File: config.mk
export PLATFORM = sky130hd
export DESIGN_NAME = pwmdm_div
export DESIGN_NICKNAME = d
export VERILOG_FILES = /design/src/rtl/core/pwmdm_pkg.sv /design/src/rtl/core/pwmdm_div.sv
export SDC_FILE = /design/constraint.sdc
export NUM_CORES = 1
export LEC_CHECK = 0
export BUFFER_PORTS_ARGS = -buffer_cell sky130_fd_sc_hd__buf_4
export CORE_MARGIN = 2
export CORE_UTILIZATION = 45
export CTS_CLUSTER_DIAMETER = 40
export DETAILED_ROUTE_END_ITERATION = 10
export PLACE_DENSITY_LB_ADDON = 0.25
export SYNTH_ARGS = -nofsm -noshare
export SYNTH_HDL_FRONTEND = slang
export SYNTH_SLANG_ARGS = --single-unit
File: constraint.sdc
create_clock -name clk -period 10.2 [get_ports clk]
set_input_delay 1.02 -clock clk [delete_from_list [all_inputs] [get_ports clk]]
set_output_delay 1.02 -clock clk [all_outputs]
set_load 0.01 [all_outputs]
File: src/rtl/core/pwmdm_pkg.sv
// Shared types and constants of the PWM duty meter with trimmed-mean filter.
package pwmdm_pkg;

  localparam int CHANNELS_DEF = 4;
  localparam int WINDOW_DEF   = 60;

  localparam logic [14:0] FULL_Q8 = 15'd25600;

  localparam logic [14:0] THR_RST  = 15'd1024;
  localparam logic [4:0]  TRIM_RST = 5'd18;
  localparam logic signed [63:0] COEF_RST [6] = '{
    -64'sd1266, 64'sd299215, -64'sd27013234, 64'sd1163713600,
    64'sd1066814930000, 64'sd649344880000
  };

  localparam logic [2:0] REG_THR  = 3'd0;
  localparam logic [2:0] REG_TRIM = 3'd1;

  localparam logic KIND_EDGE = 1'b0;
  localparam logic KIND_READ = 1'b1;

  localparam int DIV_NW = 48;
  localparam int DIV_DW = 33;
  localparam int DIV_QW = 16;

  typedef struct packed {
    logic        kind;
    logic [1:0]  channel;
    logic [31:0] edge_time;
    logic        pin_level;
  } in_item_t;

  typedef struct packed {
    logic [1:0]  out_channel;
    logic [14:0] duty_corrected;
  } out_item_t;

endpackage

File: src/rtl/core/pwmdm_div.sv
// Iterative restoring divider, one quotient bit per cycle.
module pwmdm_div #(
  parameter int NW = pwmdm_pkg::DIV_NW,
  parameter int DW = pwmdm_pkg::DIV_DW,
  parameter int QW = pwmdm_pkg::DIV_QW
) (
  input  logic          clk,
  input  logic          rst_n,
  input  logic          go,
  input  logic [NW-1:0] numer,
  input  logic [DW-1:0] denom,
  output logic          done,
  output logic [QW-1:0] quot
);

  localparam int CNTW = $clog2(NW + 1);

  logic [DW-1:0]   rem_r;
  logic [DW-1:0]   den_r;
  logic [NW-1:0]   num_r;
  logic [QW-1:0]   q_r;
  logic [CNTW-1:0] cnt_r;
  logic            run_r;
  logic            done_r;
  logic [DW:0]     shifted;
  logic            ge;

  assign shifted = {rem_r, num_r[NW-1]};
  assign ge      = shifted >= {1'b0, den_r};

  always_ff @(posedge clk) begin
    if (!rst_n) begin
      run_r  <= 1'b0;
      done_r <= 1'b0;
      cnt_r  <= '0;
    end else begin
      done_r <= !go && run_r && (cnt_r == CNTW'(1));
      if (go) begin
        run_r <= 1'b1;
        cnt_r <= CNTW'(NW);
        rem_r <= '0;
        q_r   <= '0;
        num_r <= numer;
        den_r <= denom;
      end else if (run_r) begin
        rem_r <= ge ? DW'(shifted - {1'b0, den_r}) : DW'(shifted);
        q_r   <= {q_r[QW-2:0], ge};
        num_r <= {num_r[NW-2:0], 1'b0};
        cnt_r <= cnt_r - 1'b1;
        if (cnt_r == CNTW'(1)) begin
          run_r <= 1'b0;
        end
      end
    end
  end

  assign done = done_r;
  assign quot = q_r;

endmodule

# Yosys cells after proc, flatten, opt, wreduce, memory -nomap -nowiden
# Index checks and enable logic that the tools add are counted.
dict set report classes {
  addsub 2
  mux 10
  n_reduce_logical 7
  bitwise_logic 1
  n_lt_le_gt_ge 1
  n_eq_ne 1
}
# operator n
set ops {}
lappend ops {{$mux W48} 2}
lappend ops {{$mux W33} 2}
lappend ops {{$ge A34 B33 Y1} 1}
lappend ops {{$sub A33 B33 Y33} 1}
lappend ops {{$mux W16} 1}
lappend ops {{$mux W6} 2}
lappend ops {{$eq A6 B1 Y1 const B} 1}
lappend ops {{$sub A6 B1 Y6 const B} 1}
lappend ops {{$reduce_and A2 Y1} 2}
lappend ops {{$mux W1} 3}
lappend ops {{$logic_and A1 B1 Y1} 2}
lappend ops {{$reduce_bool A2 Y1} 1}
lappend ops {{$reduce_or A2 Y1} 1}
lappend ops {{$logic_not A1 Y1} 1}
lappend ops {{$not A1 Y1} 1}
dict set report totals {
  output_inout_bits 17
  ff_bits 138
  inputBits 84
  word_cells 30
}

# Longest topological paths before layout
dict set report depth {
  depth_word 4
  mapped_depth 14
  mapped_depth_nobuf 12
}

# Least setup slack after synthesis
# OpenSTA, ideal clock, no wires.
dict set report synth_path {
  path_kind {input to register}
  start {input go}
  end {register num_r[0], enable pin}
  required_time_ps 9736
  setup_time_ps 464
  path_buffers 2
  t_arrival_ps 3786
  path_stages 3
  path_slack_ps 5950
  cell_sequence {clkbuf_1 clkbuf_1 o21a_1}
}
dict set report synth_between {
  elab_chain_cells 2
}
# item line
set synth_rtl {}
lappend synth_rtl {{start, declared} pwmdm_div.sv:9} ;# input logic go,
lappend synth_rtl {{$reduce_bool A2 Y1 (no line)} --}
lappend synth_rtl {{$reduce_and A2 Y1 (no line)} --}
lappend synth_rtl {{end signal, assigned} pwmdm_div.sv:43} ;# num_r <= numer;
lappend synth_rtl {{end signal, assigned} pwmdm_div.sv:48} ;# num_r <= {num_r[NW-2:0], 1'b0};
lappend synth_rtl {{end, declared} pwmdm_div.sv:20} ;# logic [NW-1:0] num_r;
# Every way passes these cells.
# A chain may end at the register's enable or synchronous reset.

# Worst setup path in the final report
dict set report layout_path {
  start {register num_r[47]}
  end {register rem_r[1] (data pin)}
}
dict set report layout_between {
  elab_chain_cells 3
  elab_cells_between_ends 4
  cone_classes {1 x add/sub; 1 x order compare; 2 x mux}
}
# item line
set layout_rtl {}
lappend layout_rtl {{$sub A33 B33 Y33 or $ge A34 B33 Y1 (tied branches)} {pwmdm_div.sv:46, pwmdm_div.sv:29}}
lappend layout_rtl {{$mux W33 *} pwmdm_div.sv:46} ;# rem_r <= ge ? DW'(shifted - {1'b0, den_r}) : DW'(shifted);
lappend layout_rtl {{$mux W33 *} pwmdm_div.sv:45} ;# end else if (run_r) begin
lappend layout_rtl {{end signal, assigned} pwmdm_div.sv:46}
lappend layout_rtl {{end, declared} pwmdm_div.sv:18} ;# logic [DW-1:0] rem_r;
# Mark *: on every way between the ends. The rest lies on a longest branch, timed or not. The select of a mux whose other input is x is not followed.

==> results.py <==
metrics = {
    "pwr": {
        "pwr-share-clk_pct": 36.2,
        "power_switching_share_pct": 29.8,
        "power.internal_w": 0.00122,
        "combPwrFrac_pct": 23.4,
        "seqPwrFrac_pct": 40.3,
        "vdd.ir_drop.worst_mv": 0.132,
        "p_switching_w": 0.000518,
        "p_per_area_mw_per_mm2": 192,
        "power_leakage_nw": 3.62,
    },
    "finish": {
        "multi_input_area_mm2": 0.00312,
        "area_delta_synth_final_pct": 19.7,
        "drive_gt1_share_pct": 25.4,
        "fin_cells": 984,
        "diodes": 0,
        "mostFrequentLayoutCells": "edfxtp_1, buf_4, inv_1, a21oi_1, nor2_1",
        "final_core_util_pct": 54.9,
        "final_common_cell": "edfxtp_1",
        "seq_area_mm2": 0.00406,
        "n_fill_cell": 1457,
        "nNetsFinal": 871,
    },
    "routing": {
        "post_drt_wl_per_cell_um": 16.7,
        "wl_um": 16400,
        "ant_nets": 0,
        "initialDrtViolationCount": 362,
        "remaining_drc_errors": 0,
        "vias": 5306,
        "dr.pass1.iters": 4,
        "via_per_inst": 5.39,
    },
    "run": {
        "max_cap_violations": 0,
    },
    "grt": {
        "grt_pass1_vias": 5424,
        "grt.overflow.total": 0,
        "grt_pass1_wl_um": 27200,
        "antenna_found_initial": 0,
        "grt_max_degree": 77,
        "track_usage_pct": 19.2,
    },
    "placed_design": {
        "placement.io_buffers": 100,
        "gp_congestion": 0.895,
        "hpwlAfterDp_um": 11300,
        "dp.cells": 952,
    },
    "worst_setup_path": {
        "end_kind": "flop",
        "start_kind": "flop",
        "arrival_ns": 4.46,
        "cp_max_fo": 18,
        "path_class": "flop to flop",
        "r2r_cells": 12,
        "worst-endpoint-required_ns": 10.36,
    },
    "synth": {
        "ys_seq_area_share_pct": 53.8,
        "synth-seq-cells": 138,
        "synth_edf_count": 130,
        "async_reset_ff_share_pct": 0,
        "avgSynthCellArea_um2": 11.4,
        "synth_area_mm2": 0.00755,
        "synth.net_count": 785,
        "synth-main-ff-cell": "edfxtp_1",
        "synthCells": 665,
        "ys_types": 60,
        "yosys_warnings": 0,
    },
    "floorplanning": {
        "dieArea_mm2": 0.0178,
        "start_util_pct": 45.9,
        "die_h_um": 134,
        "rows": 47,
        "dieWidth_um": 134,
        "core_area_mm2": 0.0165,
        "pin_count": 101,
    },
    "sta": {
        "drv_slew": 0,
        "finalCritPeriodShare_pct": 42.1,
        "slew_headroom_pct": 20.8,
        "hold_viol_final": 0,
        "fin_skew_ns": 0.0140,
        "fmax_ghz": 0.233,
        "rsz0062_at_grt": "false",
        "final-setup-viol-count": 0,
        "fin_tns_setup_ns": 0,
        "tightest_slew_ns": 1.18,
        "period_needed_ns": 4.30,
    },
    "clock_tree": {
        "cts-root-buf": "clkbuf_16",
        "post_cts_buffers": 0,
        "cts_tree": "yes",
        "ctsResizeCount": 0,
        "cts_buffers": 17,
        "htreeDepth": 4,
        "clockBufferDepth": 2,
        "insertion_delay_ns": 0.42,
        "cts_hold_buf": 0,
        "clock-sinks": 138,
        "cts.clk_slew.worst_paths_ns": 0.06,
    },
    "outcome": {
        "outcome": "finished, final reports clean",
    },
    "min_path": {
        "holdPathStages": 2,
        "hold_class": "flop to flop",
    },
}
-- flip-flops by register name, summed over array words and instances (netlist names) --
name,cells
quot,16
run_r,1
cnt_r,6
den_r,33
done,1
num_r,48
rem_r,33
-- worst paths after layout --
path / startpoint / end / slack (ns)
worst min-delay path: cnt_r[1] / cnt_r[1] / 0.53
worst max-delay path: num_r[47] / rem_r[1] / 5.90
worst min register to register: cnt_r[1] / cnt_r[1] / 0.53
worst max register to register: num_r[47] / rem_r[1] / 5.90
-- worst max-delay path, stage by stage, from the launching register on --
cell and delay (ns):
edfxtp_1 0.39, inv_1 0.07, ha_1 0.16, inv_1 0.06, fa_1 0.39, a21o_1 0.23
a311o_1 0.38, nand3_1 0.10, a31oi_1 0.15, nor4_2 1.02, or2_1 0.77, mux2i_1 0.28
nor2_1 0.06
-- area by class of cell --
| cell class | count | area share, % |
|---|---|---|
| sequential | 138 | 45.0 |
| multi-input combinational | 438 | 34.5 |
| clock buffer | 17 | 4.71 |
| inverter | 52 | 2.16 |
| timing repair buffer | 104 | 8.64 |
| tap | 220 | 3.05 |
| clock inverter | 15 | 1.98 |
-- Yosys cell counts (15+ instances only) --
cell type	instances	area share, %
clkbuf_1	19	0.94
edfxtp_1	130	52
o21ai_0	26	1.7
nand3_1	15	0.99
nor2b_1	17	1.4
nand2_1	35	1.7
inv_1	52	2.6
xnor2_1	18	2.1
a21oi_1	52	3.4
a21o_1	15	1.5
ha_1	35	5.8
mux2_2	48	7.2
nor2_1	50	2.5
-- layer usage --
metal / GRT usage (%) / share of wire (%) / vias to the layer above
met5: 0 / 0 / -
met2: 30.8 / 46 / 142
met4: 7.68 / 2.5 / 0
met3: 5.18 / 5.9 / 25
li1: - / - / 2611
met1: 24.9 / 45 / 2528
-- kinds of logic (layout without fill, tap and decap cells) --
| group | count (synthesis) | count (layout) | synth area share (%) |
|---|---|---|---|
| xor gates and xnor gates | 28 | 28 | 3.25 |
| AOI/OAI and AO/OA | 146 | 146 | 12.3 |
| muxes | 56 | 56 | 8.22 |
| buffers and inverters | 89 | 188 | 4.99 |
| adders and majority gates | 36 | 36 | 6.07 |
| DFF | 138 | 138 | 53.8 |
| and+or+nand+nor | 172 | 172 | 11.4 |
-- stage by stage --
step                total power [W]  cell area, um^2  hold slack [ns]  setup slack (ns)
floorplan                   0.00101             7550            0.469              5.95
global route                0.00183             9040            0.566              5.66
finish                      0.00174             9040            0.534              5.90
global placement            0.00111             8430            0.479              6.12
detailed placement          0.00112             8430            0.525              5.93
CTS                         0.00175             9040            0.534              5.90
-- power groups by stage --
stage | registers, W | clock network [W] | logic (W)
floorplan | 0.000710 | 0 | 0.000304
global placement | 0.000711 | 0 | 0.000395
detailed placement | 0.000712 | 0 | 0.000403
CTS | 0.000701 | 0.000643 | 0.000407
global route | 0.000706 | 0.000668 | 0.000453
finish | 0.000701 | 0.000630 | 0.000408
Note: power is estimated with default switching activity, not from simulation.
